`src/sv/midi_track_time_signature_parser_unit_assert.svh`:
```
// Assertion macros for the time-signature parser.
`ifndef MIDI_TRACK_TIME_SIGNATURE_PARSER_UNIT_ASSERT_SVH
`define MIDI_TRACK_TIME_SIGNATURE_PARSER_UNIT_ASSERT_SVH
`ifndef ASSERT_OFF
// Property that must hold at every clock edge outside reset.
`define MTSP_ASSERT_NOW(lbl, ante, cons, msg) \
  lbl: assert property (@(posedge clk) disable iff (!rst_n) (ante) |-> (cons)) \
    else $error(msg);
// Property whose consequence must hold at the following clock edge.
`define MTSP_ASSERT_NEXT(lbl, ante, cons, msg) \
  lbl: assert property (@(posedge clk) disable iff (!rst_n) (ante) |=> (cons)) \
    else $error(msg);
`else
`define MTSP_ASSERT_NOW(lbl, ante, cons, msg)
`define MTSP_ASSERT_NEXT(lbl, ante, cons, msg)
`endif
`endif

```
`src/sv/mtsp_pkg.sv`:
```
// Types and constants shared by the time-signature parser modules.
package mtsp_pkg;

  localparam int TICK_BITS = 32;

  localparam logic [7:0] ST_META  = 8'hFF;
  localparam logic [7:0] ST_SYSEX = 8'hF0;
  localparam logic [7:0] ST_ESC   = 8'hF7;
  localparam logic [7:0] META_EOT  = 8'h2F;
  localparam logic [7:0] META_TSIG = 8'h58;
  localparam logic [3:0] KIND_LOW  = 4'h8;
  localparam logic [3:0] KIND_HIGH = 4'hE;
  localparam logic [3:0] KIND_PROG  = 4'hC;
  localparam logic [3:0] KIND_PRESS = 4'hD;

  typedef enum logic [3:0] {
    PH_DELTA     = 4'd0,
    PH_STATUS    = 4'd1,
    PH_META_TYPE = 4'd2,
    PH_META_LEN  = 4'd3,
    PH_SIG_NUM   = 4'd4,
    PH_SIG_DEN   = 4'd5,
    PH_SYSEX_LEN = 4'd6,
    PH_SKIP      = 4'd7,
    PH_HALT      = 4'd8
  } phase_t;

  // One registered input byte on its way into the parser.
  typedef struct packed {
    logic       valid;
    logic       track_start;
    logic [7:0] data;
  } byte_t;

  // One decoded time signature.
  typedef struct packed {
    logic [7:0]  denom_power;
    logic [7:0]  numerator;
    logic [31:0] tick;
  } sig_t;

endpackage

```
`src/sv/midi_track_time_signature_parser_unit.sv`:
```
// Top level of the track time-signature parser.
//
// The input channel carries one byte of a track chunk body per transfer, with
// in_tuser marking the first byte of a new track. The parser decodes delta
// times into an absolute tick, follows running status, skips meta, sysex and
// channel data bytes, and emits one result transfer for each time-signature
// meta event with a length of at least two, carrying tick, numerator and the
// denominator exponent. End of track, a data byte without running status, or
// an undefined status halts parsing until the next track start.
// Throughput is one byte per cycle while no denominator byte is stalled. A
// byte is registered in the input register on acceptance and decoded from
// there; its result, if any, is registered in the output register. All
// decoding is a single pass of logic between the two registers.
// Reset clears the parser as if a track had just begun and empties both
// register stages. When the receiver stalls, the output register holds its
// result; bytes that produce no result keep flowing until the next
// denominator byte, which waits in the input register, and only then does
// in_tready drop.
module midi_track_time_signature_parser_unit (
  input  logic        clk,
  input  logic        rst_n,
  input  logic        in_tvalid,
  output logic        in_tready,
  input  logic [7:0]  in_tdata,   // [7:0] data_byte
  input  logic [0:0]  in_tuser,   // [0] track_start
  output logic        out_tvalid,
  input  logic        out_tready,
  output logic [47:0] out_tdata   // [31:0] sig_tick, [39:32] sig_numerator,
                                  // [47:40] sig_denom_power
);
  import mtsp_pkg::*;

  byte_t byte_s;
  sig_t  sig_s;
  logic  advance;
  logic  emit;
  logic  out_free;

  // Input register: one byte waiting for the parser.
  mtsp_in_stage u_in (
    .clk           (clk),
    .rst_n         (rst_n),
    .in_tvalid     (in_tvalid),
    .in_tready     (in_tready),
    .in_data       (in_tdata),
    .in_track_start(in_tuser[0]),
    .advance       (advance),
    .byte_o        (byte_s)
  );

  // Parser state and the decode of one byte.
  mtsp_parser u_parser (
    .clk     (clk),
    .rst_n   (rst_n),
    .byte_i  (byte_s),
    .out_free(out_free),
    .advance (advance),
    .emit    (emit),
    .sig_o   (sig_s)
  );

  // Output register: the result waits here for the receiver.
  mtsp_out_stage u_out (
    .clk       (clk),
    .rst_n     (rst_n),
    .load      (emit),
    .sig_i     (sig_s),
    .out_tvalid(out_tvalid),
    .out_tready(out_tready),
    .out_tdata (out_tdata),
    .out_free  (out_free)
  );

endmodule

```
`src/sv/mtsp_in_stage.sv`:
```
// Input register stage that holds one accepted byte until the parser takes it.
module mtsp_in_stage (
  input  logic           clk,
  input  logic           rst_n,
  input  logic           in_tvalid,
  output logic           in_tready,
  input  logic [7:0]     in_data,
  input  logic           in_track_start,
  input  logic           advance,
  output mtsp_pkg::byte_t byte_o
);
  import mtsp_pkg::*;

  logic       valid_r;
  logic       valid_nxt;
  logic       start_r;
  logic [7:0] data_r;

  assign in_tready = !valid_r || advance;

  always_comb begin
    valid_nxt = valid_r;
    if (in_tready) begin
      valid_nxt = in_tvalid;
    end
  end

  always_ff @(posedge clk) begin
    if (!rst_n) begin
      valid_r <= 1'b0;
    end else begin
      valid_r <= valid_nxt;
    end
  end

  always_ff @(posedge clk) begin
    if (in_tvalid && in_tready) begin
      data_r  <= in_data;
      start_r <= in_track_start;
    end
  end

  assign byte_o = '{valid: valid_r, track_start: start_r, data: data_r};

endmodule

```
`src/sv/mtsp_parser.sv`:
```
// Track event parser: delta times, running status, skips and time signatures.
`include "midi_track_time_signature_parser_unit_assert.svh"
module mtsp_parser (
  input  logic            clk,
  input  logic            rst_n,
  input  mtsp_pkg::byte_t byte_i,
  input  logic            out_free,
  output logic            advance,
  output logic            emit,
  output mtsp_pkg::sig_t  sig_o
);
  import mtsp_pkg::*;

  phase_t                phase_r, phase_nxt, cur_phase;
  logic [31:0]           delta_r, delta_nxt, cur_delta;
  logic [TICK_BITS-1:0]  tick_r, tick_nxt, cur_tick;
  logic [7:0]            rs_r, rs_nxt, cur_rs;
  logic                  rv_r, rv_nxt, cur_rv;
  logic [7:0]            meta_r, meta_nxt, cur_meta;
  logic [31:0]           len_r, len_nxt, cur_len;
  logic [31:0]           skip_r, skip_nxt, cur_skip;
  logic [7:0]            num_r, num_nxt, cur_num;
  logic                  fire;
  logic [7:0]            b;
  logic [7:0]            status;
  logic                  used_running;
  logic [1:0]            need;
  logic [31:0]           delta_sh;
  logic [31:0]           len_sh;
  logic [31:0]           skip_n;
  logic [31:0]           skip_dec;

  // A byte that would produce a result waits until the output register is free.
  assign emit    = byte_i.valid && (cur_phase == PH_SIG_DEN);
  assign advance = !emit || out_free;
  assign fire    = byte_i.valid && advance;
  assign b       = byte_i.data;

  // A track start clears the parser before its byte is taken.
  always_comb begin
    if (byte_i.track_start) begin
      cur_phase = PH_DELTA;
      cur_delta = '0;
      cur_tick  = '0;
      cur_rs    = '0;
      cur_rv    = 1'b0;
      cur_meta  = '0;
      cur_len   = '0;
      cur_skip  = '0;
      cur_num   = '0;
    end else begin
      cur_phase = phase_r;
      cur_delta = delta_r;
      cur_tick  = tick_r;
      cur_rs    = rs_r;
      cur_rv    = rv_r;
      cur_meta  = meta_r;
      cur_len   = len_r;
      cur_skip  = skip_r;
      cur_num   = num_r;
    end
  end

  assign delta_sh = {cur_delta[24:0], b[6:0]};
  assign len_sh   = {cur_len[24:0], b[6:0]};
  assign status   = b[7] ? b : cur_rs;
  assign used_running = !b[7];
  assign skip_dec = (cur_skip != '0) ? cur_skip - 32'd1 : cur_skip;

  always_comb begin
    phase_nxt = cur_phase;
    delta_nxt = cur_delta;
    tick_nxt  = cur_tick;
    rs_nxt    = cur_rs;
    rv_nxt    = cur_rv;
    meta_nxt  = cur_meta;
    len_nxt   = cur_len;
    skip_nxt  = cur_skip;
    num_nxt   = cur_num;
    need      = 2'd0;
    skip_n    = '0;
    unique case (cur_phase)
      PH_DELTA: begin
        delta_nxt = delta_sh;
        if (!b[7]) begin
          tick_nxt  = cur_tick + TICK_BITS'(delta_sh);
          delta_nxt = '0;
          phase_nxt = PH_STATUS;
        end
      end
      PH_STATUS: begin
        if (!b[7] && !cur_rv) begin
          phase_nxt = PH_HALT;
        end else begin
          if (status != ST_SYSEX && status != ST_ESC && status != ST_META) begin
            rs_nxt = status;
            rv_nxt = 1'b1;
          end
          if (status == ST_META) begin
            phase_nxt = PH_META_TYPE;
          end else if (status == ST_SYSEX || status == ST_ESC) begin
            len_nxt   = '0;
            phase_nxt = PH_SYSEX_LEN;
          end else if (status[7:4] == KIND_PROG || status[7:4] == KIND_PRESS) begin
            need = used_running ? 2'd0 : 2'd1;
            skip_nxt  = 32'(need);
            phase_nxt = (need == 2'd0) ? PH_DELTA : PH_SKIP;
          end else if (status[7:4] >= KIND_LOW && status[7:4] <= KIND_HIGH) begin
            need = used_running ? 2'd1 : 2'd2;
            skip_nxt  = 32'(need);
            phase_nxt = PH_SKIP;
          end else begin
            phase_nxt = PH_HALT;
          end
        end
      end
      PH_META_TYPE: begin
        meta_nxt  = b;
        len_nxt   = '0;
        phase_nxt = PH_META_LEN;
      end
      PH_META_LEN: begin
        len_nxt = len_sh;
        if (!b[7]) begin
          if (cur_meta == META_EOT) begin
            phase_nxt = PH_HALT;
          end else if (cur_meta == META_TSIG && len_sh >= 32'd2) begin
            skip_nxt  = len_sh;
            phase_nxt = PH_SIG_NUM;
          end else begin
            skip_nxt  = len_sh;
            phase_nxt = (len_sh == '0) ? PH_DELTA : PH_SKIP;
          end
        end
      end
      PH_SIG_NUM: begin
        num_nxt   = b;
        phase_nxt = PH_SIG_DEN;
      end
      PH_SIG_DEN: begin
        skip_n    = cur_skip - 32'd2;
        skip_nxt  = skip_n;
        phase_nxt = (skip_n == '0) ? PH_DELTA : PH_SKIP;
      end
      PH_SYSEX_LEN: begin
        len_nxt = len_sh;
        if (!b[7]) begin
          skip_nxt  = len_sh;
          phase_nxt = (len_sh == '0) ? PH_DELTA : PH_SKIP;
        end
      end
      PH_SKIP: begin
        skip_nxt = skip_dec;
        if (skip_dec == '0) begin
          phase_nxt = PH_DELTA;
        end
      end
      default: begin
        phase_nxt = PH_HALT;
      end
    endcase
  end

  always_ff @(posedge clk) begin
    if (!rst_n) begin
      phase_r <= PH_DELTA;
      delta_r <= '0;
      tick_r  <= '0;
      rs_r    <= '0;
      rv_r    <= 1'b0;
      meta_r  <= '0;
      len_r   <= '0;
      skip_r  <= '0;
      num_r   <= '0;
    end else if (fire) begin
      phase_r <= phase_nxt;
      delta_r <= delta_nxt;
      tick_r  <= tick_nxt;
      rs_r    <= rs_nxt;
      rv_r    <= rv_nxt;
      meta_r  <= meta_nxt;
      len_r   <= len_nxt;
      skip_r  <= skip_nxt;
      num_r   <= num_nxt;
    end
  end

  assign sig_o = '{denom_power: b, numerator: cur_num, tick: 32'(cur_tick)};

  `MTSP_ASSERT_NOW(a_skip_nonzero, phase_r == PH_SKIP, skip_r != '0,
    "skip phase with nothing left to skip")
  `MTSP_ASSERT_NOW(a_stall_only_on_result, byte_i.valid && !advance,
    phase_r == PH_SIG_DEN && !byte_i.track_start, "parser stalled without a result")
  `MTSP_ASSERT_NEXT(a_halt_sticky, phase_r == PH_HALT && !(byte_i.valid && byte_i.track_start),
    phase_r == PH_HALT, "parser left halt without a track start")
  `MTSP_ASSERT_NEXT(a_num_then_den,
    fire && !byte_i.track_start && phase_r == PH_SIG_NUM, phase_r == PH_SIG_DEN,
    "numerator not followed by denominator")

endmodule

```
`src/sv/mtsp_out_stage.sv`:
```
// Output register that holds one time-signature result until it is taken.
module mtsp_out_stage (
  input  logic           clk,
  input  logic           rst_n,
  input  logic           load,
  input  mtsp_pkg::sig_t sig_i,
  output logic           out_tvalid,
  input  logic           out_tready,
  output logic [47:0]    out_tdata,
  output logic           out_free
);
  import mtsp_pkg::*;

  logic valid_r;
  logic valid_nxt;
  sig_t sig_r;

  assign out_free = !valid_r || out_tready;

  always_comb begin
    valid_nxt = valid_r;
    if (out_free) begin
      valid_nxt = load;
    end
  end

  always_ff @(posedge clk) begin
    if (!rst_n) begin
      valid_r <= 1'b0;
    end else begin
      valid_r <= valid_nxt;
    end
  end

  always_ff @(posedge clk) begin
    if (load && out_free) begin
      sig_r <= sig_i;
    end
  end

  assign out_tvalid = valid_r;
  assign out_tdata  = {sig_r.denom_power, sig_r.numerator, sig_r.tick};

endmodule

```
`config.mk`:
```
export PLATFORM = sky130hd
export DESIGN_NAME = midi_track_time_signature_parser_unit
export DESIGN_NICKNAME = d
export VERILOG_FILES = /design/src/sv/mtsp_pkg.sv /design/src/sv/midi_track_time_signature_parser_unit.sv /design/src/sv/mtsp_in_stage.sv /design/src/sv/mtsp_parser.sv /design/src/sv/mtsp_out_stage.sv
export VERILOG_INCLUDE_DIRS = /design/src /design/src/sv
export SDC_FILE = /design/constraint.sdc
export NUM_CORES = 1
export LEC_CHECK = 0
export BUFFER_PORTS_ARGS = -buffer_cell sky130_fd_sc_hd__buf_2
export CAP_MARGIN = 10
export CELL_PAD_IN_SITES_DETAIL_PLACEMENT = 1
export CELL_PAD_IN_SITES_GLOBAL_PLACEMENT = 2
export CORE_ASPECT_RATIO = 0.9
export CORE_UTILIZATION = 41
export DETAILED_ROUTE_END_ITERATION = 10
export PLACE_DENSITY = 0.83
export REMOVE_ABC_BUFFERS = 1
export SLEW_MARGIN = 20
export SYNTH_ARGS = -nofsm -noshare
export SYNTH_HDL_FRONTEND = slang
export SYNTH_SLANG_ARGS = --single-unit
```
`constraint.sdc`:
```
create_clock -name clk -period 9.2 [get_ports clk]
set_input_delay 0.92 -clock clk [delete_from_list [all_inputs] [get_ports clk]]
set_output_delay 0.92 -clock clk [all_outputs]
set_load 0.01 [all_outputs]
```
==> results.toml, run 1 <==
[run_status]
outcome = "finished clean"

[sta]
clock.fmax_mhz = 221
slew_violations = 0
rsz0062_at_grt = "no"
fin_crit_ps = 4520
whs_ps = 467
fin_skew_ps = 12.5
setup_ws_ps = 4680
hold_viol = 0
setup_viol = 0
worst_slew_pin_slew_ps = 1230
finalSetupTns_ps = 0
post-route-period-util_pct = 49.1
maxSlewHeadroom_pct = 17.7

[yosys]
yosysMostFrequentCell = "nor2b_1"
ys_types = 80
synth_warnings = 0
synth_area_um2 = 12800
synth-edff-count = 57
syn_area_per_cell_um2 = 8.17
synth_seq_area_share_pct = 36.2
netlist.area_leader.share_pct = 22.8
synth_seq_cells = 202
yosys-top-cells-area = "dfxtp_1 (23%), edfxtp_1 (13%), nor2b_1 (7.4%)"
syn_inst = 1560
synth_commonest_cells = "nor2b_1 (150), dfxtp_1 (145), nand2_1 (138)"
synth_ff_type = "dfxtp_1"
yosys.area.top_type = "dfxtp_1"
async_flop_share_pct = 0

[min_path]
holdPathStages = 2
worstHoldStart = "u_parser.rv_r"
min_to = "u_parser.rv_r"
min_path_type = "reg -> reg"

[clock_network]
clock_path_buffers = 3
ctsHtreeMaxLevel = 1
path_clk_slew_ps = 60
cts_tree = "built"
cts_sinks = 202
cts_resized = 0
cts_buffers = 24
cts_root_buffer = "clkbuf_16"
worstSkewPairLatency_ps = 540
ctsHoldBuffers = 0
post_cts_buffers = 0

[floorplanning]
rows = 60
fp.dieArea_um2 = 31800
fp.coreArea_um2 = 30300
start_util_pct = 42.2
pin_count = 63
die_w_um = 188
dieHeight_um = 169

[worst_setup_path]
crit_path_end_kind = "flip-flop"
r2r_start = "u_in.start_r"
cp-start-kind = "flip-flop"
path_class = "reg -> reg"
r2r-end = "u_parser.phase_r[0]"
r2r_setup_slack_ps = 4680
crit_arrival_ps = 4940
critPathMaxFanout = 83
reg2reg_depth = 13
cp.required_ps = 9620

[detailed_routing]
vias_per_cell = 6.32
antenna_left = 0
drtIter0Drc = 988
vias = 12400
drc = 0
finalWirelength_mm = 46.6
dr.pass1.iters = 5
routedWlPerCell_um = 23.7

[global_routing]
grt_pass1_wl_mm = 72.5
grt_max_degree = 85
antenna_found_initial = 0
overflow = 0
grtUsageTotal_pct = 29.1
grt_pass1_vias = 12200

[pwr]
ir_worst_vdd_uv = 163
power.share.clock_pct = 42.0
p_sw_share_pct = 29.1
power_frac_seq_pct = 43.9
p_sw_mw = 0.632
p_comb_share_pct = 14.0
p_int_mw = 1.54
power_density_nw_per_um2 = 155
p_leak_nw = 5.15

[place]
gp_congestion = 0.938
dp_slack_ps = 4850
hpwlAfterDp_mm = 31.7
io_buffers = 62
placed_cells = 1920

[final_layout]
finalNetCount = 1590
final_cells = 1964
n_antenna_cell = 0
area_delta_synth_final_pct = 9.72
drive_gt1_share_pct = 9.48

[job]
drv_cap = 0
-- critical path, stage by stage, from the launching register on --
cell	delay [ps]
edfxtp_1	340
buf_4	720
inv_1	140
buf_4	350
nand2_1	220
ha_1	420
o211ai_1	220
or3_1	510
o22ai_1	180
nand4_1	140
nor4_1	490
nand4_1	280
o22ai_2	240
a21oi_1	90
-- final cells by class --
cell class	count	area (um^2)
flip-flops and latches	202	4610
repair buffers	83	470
multi-input cells	1208	7580
fillers	3605	16300
inverters	24	90.1
clock inverters	12	103
clock buffers	32	631
well taps	403	504
-- how the worst max path moves through the flow --
stage / start / to / slack [ps] / cells past startpoint
2_1_floorplan: u_in.start_r / u_parser.tick_r[10] / 870 / 7
3_5_place_dp: u_in.start_r / u_parser.phase_r[0] / 4850 / 13
5_1_grt: u_in.start_r / u_parser.phase_r[1] / 4420 / 13
4_1_cts: u_in.start_r / u_parser.phase_r[0] / 4800 / 13
3_3_place_gp: u_in.start_r / u_parser.phase_r[2] / 4950 / 13
6_report: u_in.start_r / u_parser.phase_r[0] / 4680 / 13
-- cell usage in the layout (no fill, tap or decap), types with 22 or more instances in the layout --
cell type	synthesis	routed
o21ai_0	93	91
a31oi_1	23	23
buf_4	0	22
edfxtp_1	57	57
clkbuf_16	0	24
nor2b_1	150	150
nand2_1	138	138
nor3_1	39	38
inv_1	23	23
a22oi_1	68	68
buf_2	5	61
a21oi_1	76	76
nor4_1	26	26
dfxtp_1	145	145
ha_1	33	33
nor2_1	100	99
a21boi_0	24	24
o211a_1	26	26
nand3_1	90	90
-- through the flow --
step           total power [mW]  cell area [um^2]  utilization [%]
6_report                   2.17             14000             46.2
5_1_grt                    2.25             14000             46.2
4_1_cts                    2.19             14000             46.2
3_5_place_dp               1.27             13300             43.8
3_3_place_gp               1.27             13300             43.8
2_1_floorplan              1.16             12300                -
-- power by group through the flow --
stage	clock (mW)	combinational [mW]	sequential, mW
global route	0.962	0.329	0.956
finish	0.913	0.305	0.955
CTS	0.934	0.298	0.954
floorplan	0	0.183	0.973
detailed placement	0	0.297	0.973
global placement	0	0.296	0.973
-- layer usage --
metal  wire [um]  track usage [%]  vias up
met5           0                0        -
met4         840             6.86        0
met3        3560             6.41       63
met2       19000             41.9      438
met1       23200             43.7     6149
li1            -                -     5761
-- state kept, by name, indices dropped and copies added, names as in the netlist --
| name | count |
|---|---|
| u_parser.rs_r | 8 |
| u_parser.delta_r | 25 |
| u_in.data_r | 8 |
| u_in.start_r | 1 |
| u_parser.phase_r | 4 |
| u_parser.rv_r | 1 |
| u_parser.meta_r | 8 |
| u_parser.num_r | 8 |
| u_parser.len_r | 25 |
| u_parser.skip_r | 32 |
| u_parser.tick_r | 32 |
| u_out.out_tdata | 48 |
| u_out.out_tvalid | 1 |
| u_in.valid_r | 1 |
-- kinds of logic (layout without fill, tap and decap cells) --
group / after synthesis / in the layout / synth area share [%]
simple gates: 658 / 658 / 27.1
mux: 11 / 11 / 0.893
fa+ha+maj: 34 / 34 / 3.39
compound gates: 474 / 474 / 25.7
flops: 202 / 202 / 36.2
xor+xnor: 31 / 31 / 2.13
buf+inv: 150 / 151 / 4.59
No activity file was read; power rests on OpenSTA's default activity.
==> inputs of run 2 (changes only) <==
--- a/config.mk
+++ b/config.mk
@@ -11,9 +11,9 @@
 export CELL_PAD_IN_SITES_DETAIL_PLACEMENT = 1
 export CELL_PAD_IN_SITES_GLOBAL_PLACEMENT = 2
 export CORE_ASPECT_RATIO = 0.9
-export CORE_UTILIZATION = 41
+export CORE_UTILIZATION = 38
 export DETAILED_ROUTE_END_ITERATION = 10
-export PLACE_DENSITY = 0.83
+export PLACE_DENSITY = 0.78
 export REMOVE_ABC_BUFFERS = 1
 export SLEW_MARGIN = 20
 export SYNTH_ARGS = -nofsm -noshare
==> constraint.sdc (replaced) <==
create_clock -name clk -period 4.6 [get_ports clk]
set_input_delay 0.46 -clock clk [delete_from_list [all_inputs] [get_ports clk]]
set_output_delay 0.46 -clock clk [all_outputs]
set_load 0.01 [all_outputs]
==> run 2 against run 1 <==
Compared with the run above: worst hold slack worse by 400 ps; clock skew up 38 ps; register-to-register slack worse by 3900 ps; cell count up 2.8%; largest power group is now the clock network.
==> results.toml, run 2 (synthesized netlist as in run 1, its figures left out) <==
[run_status]
outcome = "finished clean"

[sta]
hold_viol = 0
clock.fmax_mhz = 260
fin_crit_ps = 3850
rsz0062_at_grt = "no"
post-route-period-util_pct = 83.7
setup_viol = 0
fin_skew_ps = 50.6
slew_violations = 0
maxSlewHeadroom_pct = 38.7
worst_slew_pin_slew_ps = 915
setup_ws_ps = 749

[clock_network]
ctsHtreeMaxLevel = 1
worstSkewPairLatency_ps = 580
cts_buffers = 26
clock_path_buffers = 3
cts_tree = "built"
cts_root_buffer = "clkbuf_16"
post_cts_buffers = 0
path_clk_slew_ps = 60
cts_sinks = 202
ctsHoldBuffers = 0
cts_resized = 0

[place]
dp_slack_ps = 873
io_buffers = 62
gp_congestion = 0.943
hpwlAfterDp_mm = 33.5

[pwr]
p_sw_share_pct = 29.3
p_sw_mw = 1.35
power.share.clock_pct = 44.6
p_int_mw = 3.25
power_frac_seq_pct = 41.4
ir_worst_vdd_uv = 279
total_power_mw = 4.59
power_density_nw_per_um2 = 319
p_comb_share_pct = 14.0
p_leak_nw = 5.39

[min_path]
worstHoldStart = "in_tdata[7]"
min_path_type = "in -> reg"

[worst_setup_path]
r2r_start = "u_in.start_r"
path_class = "reg -> reg"
crit_arrival_ps = 4280
path_delay_family = "compound AO/OA/AOI/OAI gates"
slowest_stage = "edfxtp_1"
crit_path_end_kind = "flip-flop"
cp.required_ps = 5030
cp-start-kind = "flip-flop"
critPathMaxFanout = 58
path_buf_inv = 1
crit_path_start = "u_in.start_r"
crit_chain = "buf_12 -> nor2b_1 -> ha_1 -> nand3_1 -> nor3_1 -> nand3_1 -> a211oi_1 -> nor3_1 -> a21oi_1 -> o22ai_1 -> mux2i_1 -> a31o_2"
cpPeakStageDelay_ps = 570

[detailed_routing]
dr.pass1.iters = 5
vias = 12400
drtIter0Drc = 1026
antenna_left = 0
routedWlPerCell_um = 23.8
vias_per_cell = 6.15
finalWirelength_mm = 48.0
drc = 0

[final_layout]
n_antenna_cell = 0
area_delta_synth_final_pct = 13.1
largest_reg_flops = 48
final_common_cell = "nor2b_1"
final_core_util_pct = 43.8
layout_common_cells = "nor2b_1 (150), dfxtp_1 (145), nand2_1 (138)"
finalNetCount = 1624
drive_gt1_share_pct = 12.1

[floorplanning]
fp.coreArea_um2 = 32900
dieHeight_um = 176
start_util_pct = 38.7
fp.dieArea_um2 = 34300
rows = 63
die_w_um = 195
pin_count = 63

[global_routing]
antenna_found_initial = 0
overflow = 0
grt_pass1_wl_mm = 74.6
grt_pass1_vias = 12400
grtUsageTotal_pct = 27.8
grt_max_degree = 71

[job]
drv_cap = 0
[run 2: changes by cell type in the layout (fill, tap and decap cells not counted), moves of 2 or more]
cell / change
buf_12: +2
clkinv_2: +5
clkbuf_16: +2
clkbuf_1: -7
clkinvlp_4: +2
buf_4: +30
[run 2: path summary, 6_finish.rpt]
kind / to / slack [ps] / cells past startpoint
worst min-delay path: u_in.data_r[7] / 60 / 1
worst max-delay path: u_parser.tick_r[25] / 750 / 12
worst min register to register: u_parser.delta_r[23] / 460 / 2
worst max register to register: u_parser.tick_r[25] / 750 / 12
[run 2: final cells by class]
type,instances,area (um^2)
Multi-Input combinational cell,1208,7590
Clock buffer,28,668
Fill cell,3928,18500
Timing Repair Buffer,115,736
Inverter,24,90.1
Tap cell,422,528
Sequential cell,202,4610
Clock inverter,20,191
[run 2: worst reg2reg max path, stage by stage, from the launching register on]
cell	delay [ps]
edfxtp_1	570
buf_12	320
nor2b_1	180
ha_1	400
nand3_1	260
nor3_1	340
nand3_1	120
a211oi_1	390
nor3_1	220
a21oi_1	400
o22ai_1	170
mux2i_1	150
a31o_2	210
[run 2: per-layer routing]
layer / GRT usage (%) / vias to the layer above / routed length [um]
met5: 0 / - / 0
met1: 40.7 / 6152 / 23200
li1: - / 5820 / -
met3: 5.43 / 62 / 3500
met2: 41.5 / 379 / 20200
met4: 7.09 / 0 / 1120
[run 2: power groups by stage]
| stage | Combinational [mW] | Clock [mW] | Sequential [mW] |
|---|---|---|---|
| floorplan | 0.367 | 0 | 1.95 |
| global placement | 0.623 | 0 | 1.93 |
| detailed placement | 0.629 | 0 | 1.94 |
| CTS | 0.633 | 2.09 | 1.90 |
| global route | 0.693 | 2.16 | 1.90 |
| finish | 0.645 | 2.05 | 1.90 |
[run 2: through the flow]
| step | std cells | hold slack (ps) | cell area (um^2) | TNS [ps] |
|---|---|---|---|---|
| 2_1_floorplan | 1434 | 434 | 12300 | -381670 |
| 3_3_place_gp | 1971 | 448 | 13600 | 0 |
| 3_5_place_dp | 1971 | 450 | 13600 | 0 |
| 4_1_cts | 2019 | 50.6 | 14400 | 0 |
| 5_1_grt | 2019 | 49.2 | 14400 | 0 |
| 6_report | 2019 | 64.3 | 14400 | 0 |
